### config.mk
export PLATFORM = sky130hd
export DESIGN_NAME = interpolated_color_map
export DESIGN_NICKNAME = d
export VERILOG_FILES = /design/src/rtl/icm_pkg.sv /design/src/rtl/interpolated_color_map.sv
export SDC_FILE = /design/constraint.sdc
export NUM_CORES = 2
export LEC_CHECK = 0
export BUFFER_PORTS_ARGS = -buffer_cell sky130_fd_sc_hd__buf_2
export CORE_MARGIN = 5
export CORE_UTILIZATION = 70
export DETAILED_ROUTE_END_ITERATION = 8
export PLACE_DENSITY = 0.91
export SLEW_MARGIN = 20
export SYNTH_ARGS = -nofsm -noshare
export SYNTH_HDL_FRONTEND = slang
export SYNTH_SLANG_ARGS = --single-unit
### constraint.sdc
create_clock -name clk -period 11.6 [get_ports clk]
set_clock_uncertainty 0.1 [all_clocks]
set_input_delay 1.16 -clock clk [delete_from_list [all_inputs] [get_ports clk]]
set_output_delay 1.16 -clock clk [all_outputs]
set_load 0.03 [all_outputs]
### src/rtl/icm_pkg.sv
// ----------------------------------------------------------------------------
// icm_pkg: shared constants, types and color table for the color map
// Sample and fraction widths, register indexes and the 13-entry RGB table
// used by the piecewise-linear interpolation.
// ----------------------------------------------------------------------------
package icm_pkg;

	// data widths
	localparam int SAMPLE_BITS   = 16;
	localparam int FRACTION_BITS = 8;

	// 12 segments between 13 table entries; quotient stays below 12 << F
	localparam int ROM_ENTRIES  = 13;
	localparam int SEGMENTS     = ROM_ENTRIES - 1;
	localparam int IDX_BITS     = 4;
	localparam int QUO_BITS     = FRACTION_BITS + IDX_BITS;
	localparam int SCALED_BITS  = SAMPLE_BITS + IDX_BITS;
	localparam int CHAN_BITS    = 8;
	localparam int SUM_BITS     = CHAN_BITS + FRACTION_BITS + 1;

	// configuration register indexes
	localparam int CFG_INDEX_BITS = 2;
	localparam logic [CFG_INDEX_BITS-1:0] CFG_RANGE_LOW  = 2'd0;
	localparam logic [CFG_INDEX_BITS-1:0] CFG_RANGE_HIGH = 2'd1;

	localparam logic [SAMPLE_BITS-1:0] RANGE_LOW_RESET  = '0;
	localparam logic [SAMPLE_BITS-1:0] RANGE_HIGH_RESET = '1;

	localparam logic [CHAN_BITS-1:0] CHAN_FULL = '1;

	typedef struct packed {
		logic [CHAN_BITS-1:0] r;
		logic [CHAN_BITS-1:0] g;
		logic [CHAN_BITS-1:0] b;
	} color_t;

	localparam logic [IDX_BITS-1:0] LAST_IDX = IDX_BITS'(ROM_ENTRIES - 1);

	// color table, channels rounded from unit range to 8 bits
	function automatic color_t rom_color(input logic [IDX_BITS-1:0] idx);
		color_t c;
		case (idx)
			4'd0:    c = '{8'd77,  8'd77,  8'd77};
			4'd1:    c = '{8'd5,   8'd102, 8'd242};
			4'd2:    c = '{8'd33,  8'd23,  8'd181};
			4'd3:    c = '{8'd38,  8'd166, 8'd138};
			4'd4:    c = '{8'd18,  8'd156, 8'd105};
			4'd5:    c = '{8'd161, 8'd209, 8'd61};
			4'd6:    c = '{8'd252, 8'd179, 8'd46};
			4'd7:    c = '{8'd250, 8'd94,  8'd153};
			4'd8:    c = '{8'd252, 8'd48,  8'd97};
			4'd9:    c = '{8'd252, 8'd48,  8'd97};
			4'd10:   c = '{8'd219, 8'd41,  8'd51};
			4'd11:   c = '{8'd166, 8'd51,  8'd51};
			default: c = '{8'd153, 8'd10,  8'd15};
		endcase
		return c;
	endfunction

endpackage

### src/rtl/interpolated_color_map.sv
// ----------------------------------------------------------------------------
// interpolated_color_map: piecewise-linear intensity to RGBA color map
// Scales the sample into 12 table segments with a pipelined restoring
// divider, then blends neighboring table colors per channel.
// ----------------------------------------------------------------------------
// Pipeline: stage 1, stage 2 (divider entry 0), the divider stages, the product
// stage and the output stage; done and the color are registered together.
// Throughput: one sample per cycle; busy is always low, one divider stage per
// quotient bit keeps every stage at one compare and subtract.
// Reset: arst_n clears all valid bits and loads range_low = 0 and
// range_high = 65535; results cannot be stalled by the receiver.
module interpolated_color_map
	import icm_pkg::*;
(
	input  logic                      clk,
	input  logic                      arst_n,
	input  logic                      start,
	output logic                      busy,
	input  logic [SAMPLE_BITS-1:0]    sample,
	output logic                      done,
	output logic [CHAN_BITS-1:0]      red,
	output logic [CHAN_BITS-1:0]      green,
	output logic [CHAN_BITS-1:0]      blue,
	output logic [CHAN_BITS-1:0]      alpha,
	input  logic                      cfg_valid,
	output logic                      cfg_ready,
	input  logic [CFG_INDEX_BITS-1:0] cfg_index,
	input  logic [SAMPLE_BITS-1:0]    cfg_data
);

	// configuration registers
	logic [SAMPLE_BITS-1:0] range_low_q;
	logic [SAMPLE_BITS-1:0] range_high_q;
	logic [SAMPLE_BITS-1:0] span_q;

	assign cfg_ready = 1'b1;
	assign busy      = 1'b0;

	// register write transfer
	always_ff @(posedge clk or negedge arst_n) begin
		if (!arst_n) begin
			range_low_q  <= RANGE_LOW_RESET;
			range_high_q <= RANGE_HIGH_RESET;
			span_q       <= RANGE_HIGH_RESET - RANGE_LOW_RESET;
		end else begin
			if (cfg_valid && cfg_ready) begin
				unique case (cfg_index)
					CFG_RANGE_LOW:  range_low_q  <= cfg_data;
					CFG_RANGE_HIGH: range_high_q <= cfg_data;
					default: ;
				endcase
			end
			span_q <= range_high_q - range_low_q;
		end
	end

	// stage 1: range checks and offset from range_low
	logic                   valid_s1, white_s1, last_s1;
	logic [SAMPLE_BITS-1:0] offs_s1;

	always_ff @(posedge clk or negedge arst_n) begin
		if (!arst_n) begin
			valid_s1 <= 1'b0;
		end else begin
			valid_s1 <= start && !busy;
		end
	end

	always_ff @(posedge clk) begin
		white_s1 <= sample <= range_low_q;
		last_s1  <= sample >= range_high_q;
		offs_s1  <= sample - range_low_q;
	end

	// stage 2: scale by 12 and split dividend into head and shifted-in bits
	logic [SCALED_BITS-1:0] scaled;

	assign scaled = (SCALED_BITS'(offs_s1) << 3) + (SCALED_BITS'(offs_s1) << 2);

	// divider stages: one quotient bit per stage, entry 0 holds the stage 2 data
	logic                   div_valid_s [QUO_BITS+1];
	logic                   div_white_s [QUO_BITS+1];
	logic                   div_last_s  [QUO_BITS+1];
	logic [SAMPLE_BITS-1:0] div_rem_s   [QUO_BITS+1];
	logic [QUO_BITS-1:0]    div_low_s   [QUO_BITS];
	logic [QUO_BITS-1:0]    div_quo_s   [QUO_BITS+1];

	logic [SAMPLE_BITS-1:0] rem_next [QUO_BITS];
	logic [QUO_BITS-1:0]    quo_next [QUO_BITS];

	// restoring step: shift in one dividend bit, subtract span when it fits
	always_comb begin
		logic [SAMPLE_BITS:0] trial;
		logic                 fits;
		for (int k = 0; k < QUO_BITS; k++) begin
			trial = {div_rem_s[k], div_low_s[k][QUO_BITS-1]};
			fits  = trial >= {1'b0, span_q};
			rem_next[k] = fits ? SAMPLE_BITS'(trial - {1'b0, span_q})
			                   : trial[SAMPLE_BITS-1:0];
			quo_next[k] = {div_quo_s[k][QUO_BITS-2:0], fits};
		end
	end

	always_ff @(posedge clk or negedge arst_n) begin
		if (!arst_n) begin
			for (int k = 0; k <= QUO_BITS; k++) begin
				div_valid_s[k] <= 1'b0;
			end
		end else begin
			div_valid_s[0] <= valid_s1;
			for (int k = 1; k <= QUO_BITS; k++) begin
				div_valid_s[k] <= div_valid_s[k-1];
			end
		end
	end

	always_ff @(posedge clk) begin
		div_white_s[0] <= white_s1;
		div_last_s[0]  <= last_s1 && !white_s1;
		div_rem_s[0]   <= scaled[SCALED_BITS-1:IDX_BITS];
		div_low_s[0]   <= {scaled[IDX_BITS-1:0], {FRACTION_BITS{1'b0}}};
		div_quo_s[0]   <= '0;
		for (int k = 1; k <= QUO_BITS; k++) begin
			div_white_s[k] <= div_white_s[k-1];
			div_last_s[k]  <= div_last_s[k-1];
			div_rem_s[k]   <= rem_next[k-1];
			div_quo_s[k]   <= quo_next[k-1];
		end
		for (int k = 1; k < QUO_BITS; k++) begin
			div_low_s[k] <= div_low_s[k-1] << 1;
		end
	end

	// product stage: weighted sum of the two neighboring table colors
	logic [IDX_BITS-1:0]      seg_idx;
	logic [FRACTION_BITS-1:0] seg_frac;
	logic [FRACTION_BITS:0]   w_hi, w_lo;
	color_t                   col_a, col_b;

	assign seg_idx  = div_quo_s[QUO_BITS][QUO_BITS-1:FRACTION_BITS];
	assign seg_frac = div_quo_s[QUO_BITS][FRACTION_BITS-1:0];
	assign w_hi     = {1'b0, seg_frac};
	assign w_lo     = (FRACTION_BITS+1)'(1 << FRACTION_BITS) - w_hi;
	assign col_a    = rom_color(seg_idx);
	assign col_b    = rom_color(seg_idx + IDX_BITS'(1));

	logic                valid_mul_s, white_mul_s, last_mul_s;
	logic [SUM_BITS-1:0] sum_r_mul_s, sum_g_mul_s, sum_b_mul_s;

	always_ff @(posedge clk or negedge arst_n) begin
		if (!arst_n) begin
			valid_mul_s <= 1'b0;
		end else begin
			valid_mul_s <= div_valid_s[QUO_BITS];
		end
	end

	always_ff @(posedge clk) begin
		white_mul_s <= div_white_s[QUO_BITS];
		last_mul_s  <= div_last_s[QUO_BITS];
		sum_r_mul_s <= SUM_BITS'(col_a.r * w_lo) + SUM_BITS'(col_b.r * w_hi);
		sum_g_mul_s <= SUM_BITS'(col_a.g * w_lo) + SUM_BITS'(col_b.g * w_hi);
		sum_b_mul_s <= SUM_BITS'(col_a.b * w_lo) + SUM_BITS'(col_b.b * w_hi);
	end

	// output stage: pick white, last color or blended color
	color_t last_col;
	logic   done_q;
	color_t out_q;

	assign last_col = rom_color(LAST_IDX);

	always_ff @(posedge clk or negedge arst_n) begin
		if (!arst_n) begin
			done_q <= 1'b0;
		end else begin
			done_q <= valid_mul_s;
		end
	end

	always_ff @(posedge clk) begin
		if (white_mul_s) begin
			out_q <= '{CHAN_FULL, CHAN_FULL, CHAN_FULL};
		end else if (last_mul_s) begin
			out_q <= last_col;
		end else begin
			out_q.r <= sum_r_mul_s[FRACTION_BITS +: CHAN_BITS];
			out_q.g <= sum_g_mul_s[FRACTION_BITS +: CHAN_BITS];
			out_q.b <= sum_b_mul_s[FRACTION_BITS +: CHAN_BITS];
		end
	end

	assign done  = done_q;
	assign red   = out_q.r;
	assign green = out_q.g;
	assign blue  = out_q.b;
	assign alpha = CHAN_FULL;

	// divider remainder stays below the span for in-range items
	a_rem_bound: assert property (@(posedge clk) disable iff (!arst_n)
		div_valid_s[QUO_BITS] && !div_white_s[QUO_BITS] && !div_last_s[QUO_BITS]
		|-> div_rem_s[QUO_BITS] < span_q)
		else $error("divider remainder not below span");

	// quotient for in-range items selects a real segment
	a_quo_bound: assert property (@(posedge clk) disable iff (!arst_n)
		div_valid_s[QUO_BITS] && !div_white_s[QUO_BITS] && !div_last_s[QUO_BITS]
		|-> seg_idx < IDX_BITS'(SEGMENTS))
		else $error("segment index out of range");

	// each item in the product stage produces a done transfer from the output stage
	a_done_src: assert property (@(posedge clk) disable iff (!arst_n)
		valid_mul_s |=> done)
		else $error("result lost between product and output stage");

endmodule
Word level (Yosys, flattened, before mapping)
Memories as Yosys holds them, arrays and structs flattened. A register that Yosys moved wholly into a read port is not among the register bits.
Index checks and enable logic that the tools add are counted.

operators by class
  muxes and demuxes = 13
  order comparisons = 14
  equality and inequality tests = 1
  reductions and logical operators = 6
  add/sub/neg operators = 20
  $mul = 6

operators with widths
  operator                                                                number
  16-bit subtractor                                                       14
  17-bit by 16-bit >= comparator with 1-bit output                        12
  16-bit 2-to-1 mux                                                       12
  16-bit adder                                                            3
  8-bit by 8-bit multiplier with 16-bit output                            3
  8-bit by 9-bit multiplier with 16-bit output                            3
  23-bit 2-to-1 mux                                                       1
  19-bit by 18-bit adder with 20-bit output                               1
  16-bit >= comparator                                                    1
  16-bit less-or-equal comparator                                         1
  9-bit by 8-bit subtractor with 9-bit output (first input constant)      1
  4-bit by 1-bit adder with 4-bit output (second input constant)          1
  2-bit AND reduction                                                     2
  2-bit by 1-bit equality test with 1-bit output (second input constant)  1
  2-bit zero test                                                         1
  2-bit OR reduction                                                      1
  1-bit logical AND                                                       1
  1-bit zero test                                                         1

storage, ports and cells
  memory bits (read-only) = 768
  word-level logic and storage cells = 98
  memories kept = 7
  register bits after elaboration = 154
  input port bits = 38
  RAM bits = 522

memories
  name              words  width  rd ports  clocked after Yosys merged registers in  write ports  line                          text
  (name not given)  16     24     1         0                                        0            icm_pkg.sv:42                 case (idx)
  (name not given)  16     24     1         0                                        0            icm_pkg.sv:42
  div_rem_s         13     16     12        0                                        13           interpolated_color_map.sv:84  logic [SAMPLE_BITS-1:0] div_rem_s [QUO_BITS+1];
  div_quo_s         13     12     13        0                                        13           interpolated_color_map.sv:86  logic [QUO_BITS-1:0] div_quo_s [QUO_BITS+1];
  div_low_s         12     11     12        0                                        12           interpolated_color_map.sv:85  logic [QUO_BITS-1:0] div_low_s [QUO_BITS];
  div_last_s        13     1      13        1                                        13           interpolated_color_map.sv:83  logic div_last_s [QUO_BITS+1];
  1 more memories   --     --     --        --                                       --           --

Logic depth before layout (Yosys ltp)
An unclocked memory read counts as a cell.

  word-level depth = 5
  gate-level depth with buffers = 31
  mapped depth without buffers = 28

Worst setup path after synthesis
No wires, ideal clock.

  path type = register to register
  start = memory div_quo_s[1][56] (netlist name)
  end = register sum_r_mul_s[15]
  slack = 4287 ps
  buffers on the path = 3
  data required time = 11428 ps
  stages on the path, launching flop included = 26
  period minus slack after synthesis = 7313 ps
  arrival time = 7140 ps
  cell sequence = dfxtp_1 buf_4 clkbuf_1 inv_1 ha_1 clkbuf_1 mux2_2 o21ai_1 nand2_1 fa_1 fa_1 fa_1 inv_1 fa_1 fa_1 fa_1 ha_1 a21oi_1 o21ai_0 or3_1 o211ai_2 a21boi_2 o21a_1 o41a_1 a21oi_2 xnor2_1

RTL lines
  item                  line                           text
  from (decl)           interpolated_color_map.sv:86
  to (signal assigned)  interpolated_color_map.sv:161  sum_r_mul_s <= SUM_BITS'(col_a.r * w_lo) + SUM_BITS'(col_b.r * w_hi);
  to (decl)             interpolated_color_map.sv:148  logic [SUM_BITS-1:0] sum_r_mul_s, sum_g_mul_s, sum_b_mul_s;

==> key figures <==
Outcome
  • Run status: finished clean

Clock tree
  • Count of cells resized by post-cts repair: 0
  • Number of hold-repair buffers added at the cts stage: 0
  • Setup fix buffers added after clock tree synthesis: 0
  • Number of buffers added by the clock tree synthesis step: 46
  • Worst-path clk slew: 0.08 ns
  • Clock net sink count: 431
  • H-tree level count: 2
  • Worst-Skew Late Latency: 0.64 ns
  • CTS Root Buffer Type: clkbuf_16
  • Largest buffer count on any clock path: 3
  • Clock tree from TritonCTS: built

Die
  • # IOs: 73
  • Core Box Area: 50400 um2
  • Horizontal extent of the die: 236 um
  • Area of the die: 55700 um2
  • Effective utilization at floorplan: 71.0%
  • Height of the chip: 236 um
  • Row cnt: 82

Setup path
  • Critical register-to-register path startpoint: div_quo_s[1][56]
  • Crit path max fanout: 31
  • Library cell appearing most often on the critical path: fa_1
  • Endpoint arrival time on the critical path: 9.54 ns
  • CP max-delay cell: ha_1
  • Critical Path RT: 12.01 ns
  • Slowest stage delay, CP: 0.97 ns
  • Crit path cell chain: ha_1, inv_1, ha_1, a21oi_1, a31oi_1, nand2_1, fa_1, fa_1, inv_1, fa_1, fa_1, fa_1, inv_1, fa_1, inv_1, ha_1, a21oi_1, o21ai_0, o311ai_1, a21oi_1, o21a_1, nor3_2, o21bai_1, xnor2_1
  • WP buf/inv: 4
  • Kind of cell with the highest combined delay on the critical path: adder cells
  • Cell depth of the worst flop-to-flop path: 24
  • Endpoint of the lowest-slack register-to-register path: sum_b_mul_s[15]
  • Startpoint type of the worst setup path: flop
  • Category of the critical setup timing path: flop to flop
  • Kind of end point of the critical path: flop
  • Minimum setup slack among reg-to-reg paths: 2.47 ns

Final layout
  • Layout cell share with drive strength beyond 1: 9.16%
  • Final design area excluding fillers: 38400 um2
  • Post-route insts no fill: 4613
  • Area growth from synthesis to final layout: 7.27%
  • Multi-input combinational cell area: 24300 um2
  • Combined flip-flop and latch cell area: 8990 um2
  • Highest-count cells in the layout ignoring fill and taps: inv_1, ha_1, dfxtp_1
  • # fillers: 2976
  • Number of nets in the finished design: 4703
  • Commonest non-fill, non-tap cell in the layout: inv_1

Placement
  • Global placer's final weighted congestion: 0.989
  • Port Buffer Count: 62
  • Cell area after placement: 36800 um2
  • Placed wire-length estimate after detailed placement: 66200 um
  • Post-Place Cells: 4527

Drt
  • DRC violations left: 0
  • First drt pass iteration count: 6
  • Total routed wirelength: 95200 um
  • Via count: 28700
  • Count of routing violations after the opening detailed-route iteration: 2673
  • Wire length per cell after detailed routing: 20.6 um
  • Via-per-instance ratio: 6.23
  • Number of nets with antenna violations after routing: 0

STA
  • Worst slew pin tran: 1.12 ns
  • Fin crit share: 78.7%
  • Final Setup Violations: 0
  • Peak clock frequency supported by timing: 0.109 GHz
  • Slew Limit Fails: 0
  • Max-slew headroom: 24.9%
  • RSZ-0062 raised after global routing: false
  • Worst hold slack: 0.209 ns
  • Post-route minimum period: 9.13 ns
  • Setup TNS: 0 ns
  • Hold Vio Cnt, Final: 0

Yosys
  • Number of synthesized flops with an enable pin: 0
  • Post-synthesis instance total: 3852
  • Dominant register cell in the synthesized netlist: dfxtp_1
  • Mean post-synth cell area: 9.29 um2
  • Post-synthesis register bit count: 431
  • Simple-gate area share of the yosys netlist: 13.9%
  • Part of the Yosys area used for sequential elements: 25.1%
  • Xor-xnor portion of the synthesized cell area: 5.04%
  • Count of different cell masters after synthesis: 97
  • Adder-cell share of the synthesized area: 33.2%
  • Compound-Gate Fraction of Synth Area: 11.3%
  • Post-synthesis cell area: 35800 um2
  • Multiplexer share of the synthesized area: 4.10%
  • Syn. warnings: 0
  • Fraction of registers with async set or reset after synthesis: 14.8%
  • Combinational family with the most area after synthesis: adder cells

Flow run
  • Count of maximum capacitance violations: 0

Global routing
  • Via count of the first global-routing pass: 30300
  • Largest net degree at the start of global routing: 65
  • Global router's overall resource usage: 33.6%
  • Antenna violations before repair: 3
  • Remaining Overflow, GRT: 0
  • Wire length of the first global-routing pass: 153000 um

Hold path
  • Hold Path Cell Cnt: 0
  • Type of the most critical hold path: flop to flop
  • WHS Endpoint: div_last_s[2]
  • Startpoint of the most critical hold path: div_last_s[1]
==> synth_stat cells (9+ instances only) <==
cell      number  area share (%)
inv_1        566             5.9
ha_1         448              16
dfxtp_1      367              21
fa_1         314              18
nor2_1       275             2.9
nand2_1      265             2.8
a21oi_1      177             2.5
xnor2_1      148             3.6
and2_1       144             2.5
o21ai_0      136             1.9
mux2_2        99             3.1
a21o_1        75             1.6
nor3_1        70            0.98
clkbuf_1      66            0.69
nor2b_1       59             1.0
xor2_1        58             1.4
o21a_1        44            0.92
nand2b_1      40            0.70
nand4_1       37            0.65
dfrtp_1       32             2.2
dfstp_2       32             2.3
nand3_1       32            0.45
or3_1         31            0.54
and3_1        19            0.33
o21bai_1      19            0.40
a211oi_1      18            0.38
o21ai_1       18            0.25
or2_2         17            0.30
mux2_1        16            0.50
a21boi_0      15            0.31
mux2i_1       15            0.42
o31ai_1       15            0.31
a31oi_1       13            0.23
buf_2         13            0.18
buf_4         12            0.25
nor4_1        12            0.21
o31a_1        11            0.27
a211o_1       10            0.24
o211ai_1       9            0.19
==> worst max-delay path by stage <==
stage / depth (start not counted) / endpoint / slack (ns) / from
after detailed placement: 23 / sum_r_mul_s[15] / 3.10 / div_quo_s[1][56]
final: 24 / sum_b_mul_s[15] / 2.47 / div_quo_s[1][56]
after CTS: 24 / sum_b_mul_s[15] / 2.83 / div_quo_s[1][56]
after floorplan: 25 / sum_r_mul_s[15] / 4.29 / div_quo_s[1][56]
after global routing: 25 / sum_b_mul_s[15] / 2.11 / div_quo_s[1][56]
after global placement: 24 / sum_g_mul_s[15] / 3.44 / div_quo_s[1][56]
==> sequential cells by signal, indices dropped and copies added, names as in the netlist, 3 cells and up <==
name	flops
div_rem_s	192
sum_r_mul_s	8
div_last_s	13
div_valid_s	13
div_low_s	3
red	8
span_q	16
range_low_q	16
offs_s1	16
sum_g_mul_s	8
sum_b_mul_s	8
blue	8
div_quo_s	78
green	8
range_high_q	16
div_white_s	13
==> cell families (layout without fill, tap and decap cells) <==
kind of cell | count (synthesis) | in the layout
compound gates | 629 | 629
xor+xnor | 206 | 206
fa+ha+maj | 762 | 762
buf+inv | 667 | 747
flops | 431 | 431
mux | 131 | 131
other cells | 2 | 11
simple gates | 1024 | 1024
==> metal layers <==
layer  wire, um  global-route usage, %  vias to the layer above
met2      45900                   57.2                     1578
met5         34                      0                        -
met3       7990                   7.48                      632
met1      33400                   37.6                    13700
li1           -                      -                    12800
met4       7820                   23.1                        4
==> through the flow <==
stage | setup WS [ns] | util [%]
3_3_place_gp | 3.44 | 73.0
6_report | 2.47 | 76.2
2_1_floorplan | 4.29 | -
4_1_cts | 2.83 | 76.1
5_1_grt | 2.11 | 76.2
3_5_place_dp | 3.10 | 73.0
==> final cells by class <==
type / instances / share of cell area, %
Inverter: 567 / 5.55
Multi-Input combinational cell: 2762 / 63.3
Timing Repair Buffer: 95 / 1.45
Clock buffer: 50 / 3.09
Clock inverter: 35 / 0.994
Antenna cell: 1 / 0.00652
Sequential cell: 431 / 23.4
Tap cell: 672 / 2.19
Power is left out: the tool's default activity adds up to more than one toggle a clock period on the data nets, which glitch-free logic cannot reach.
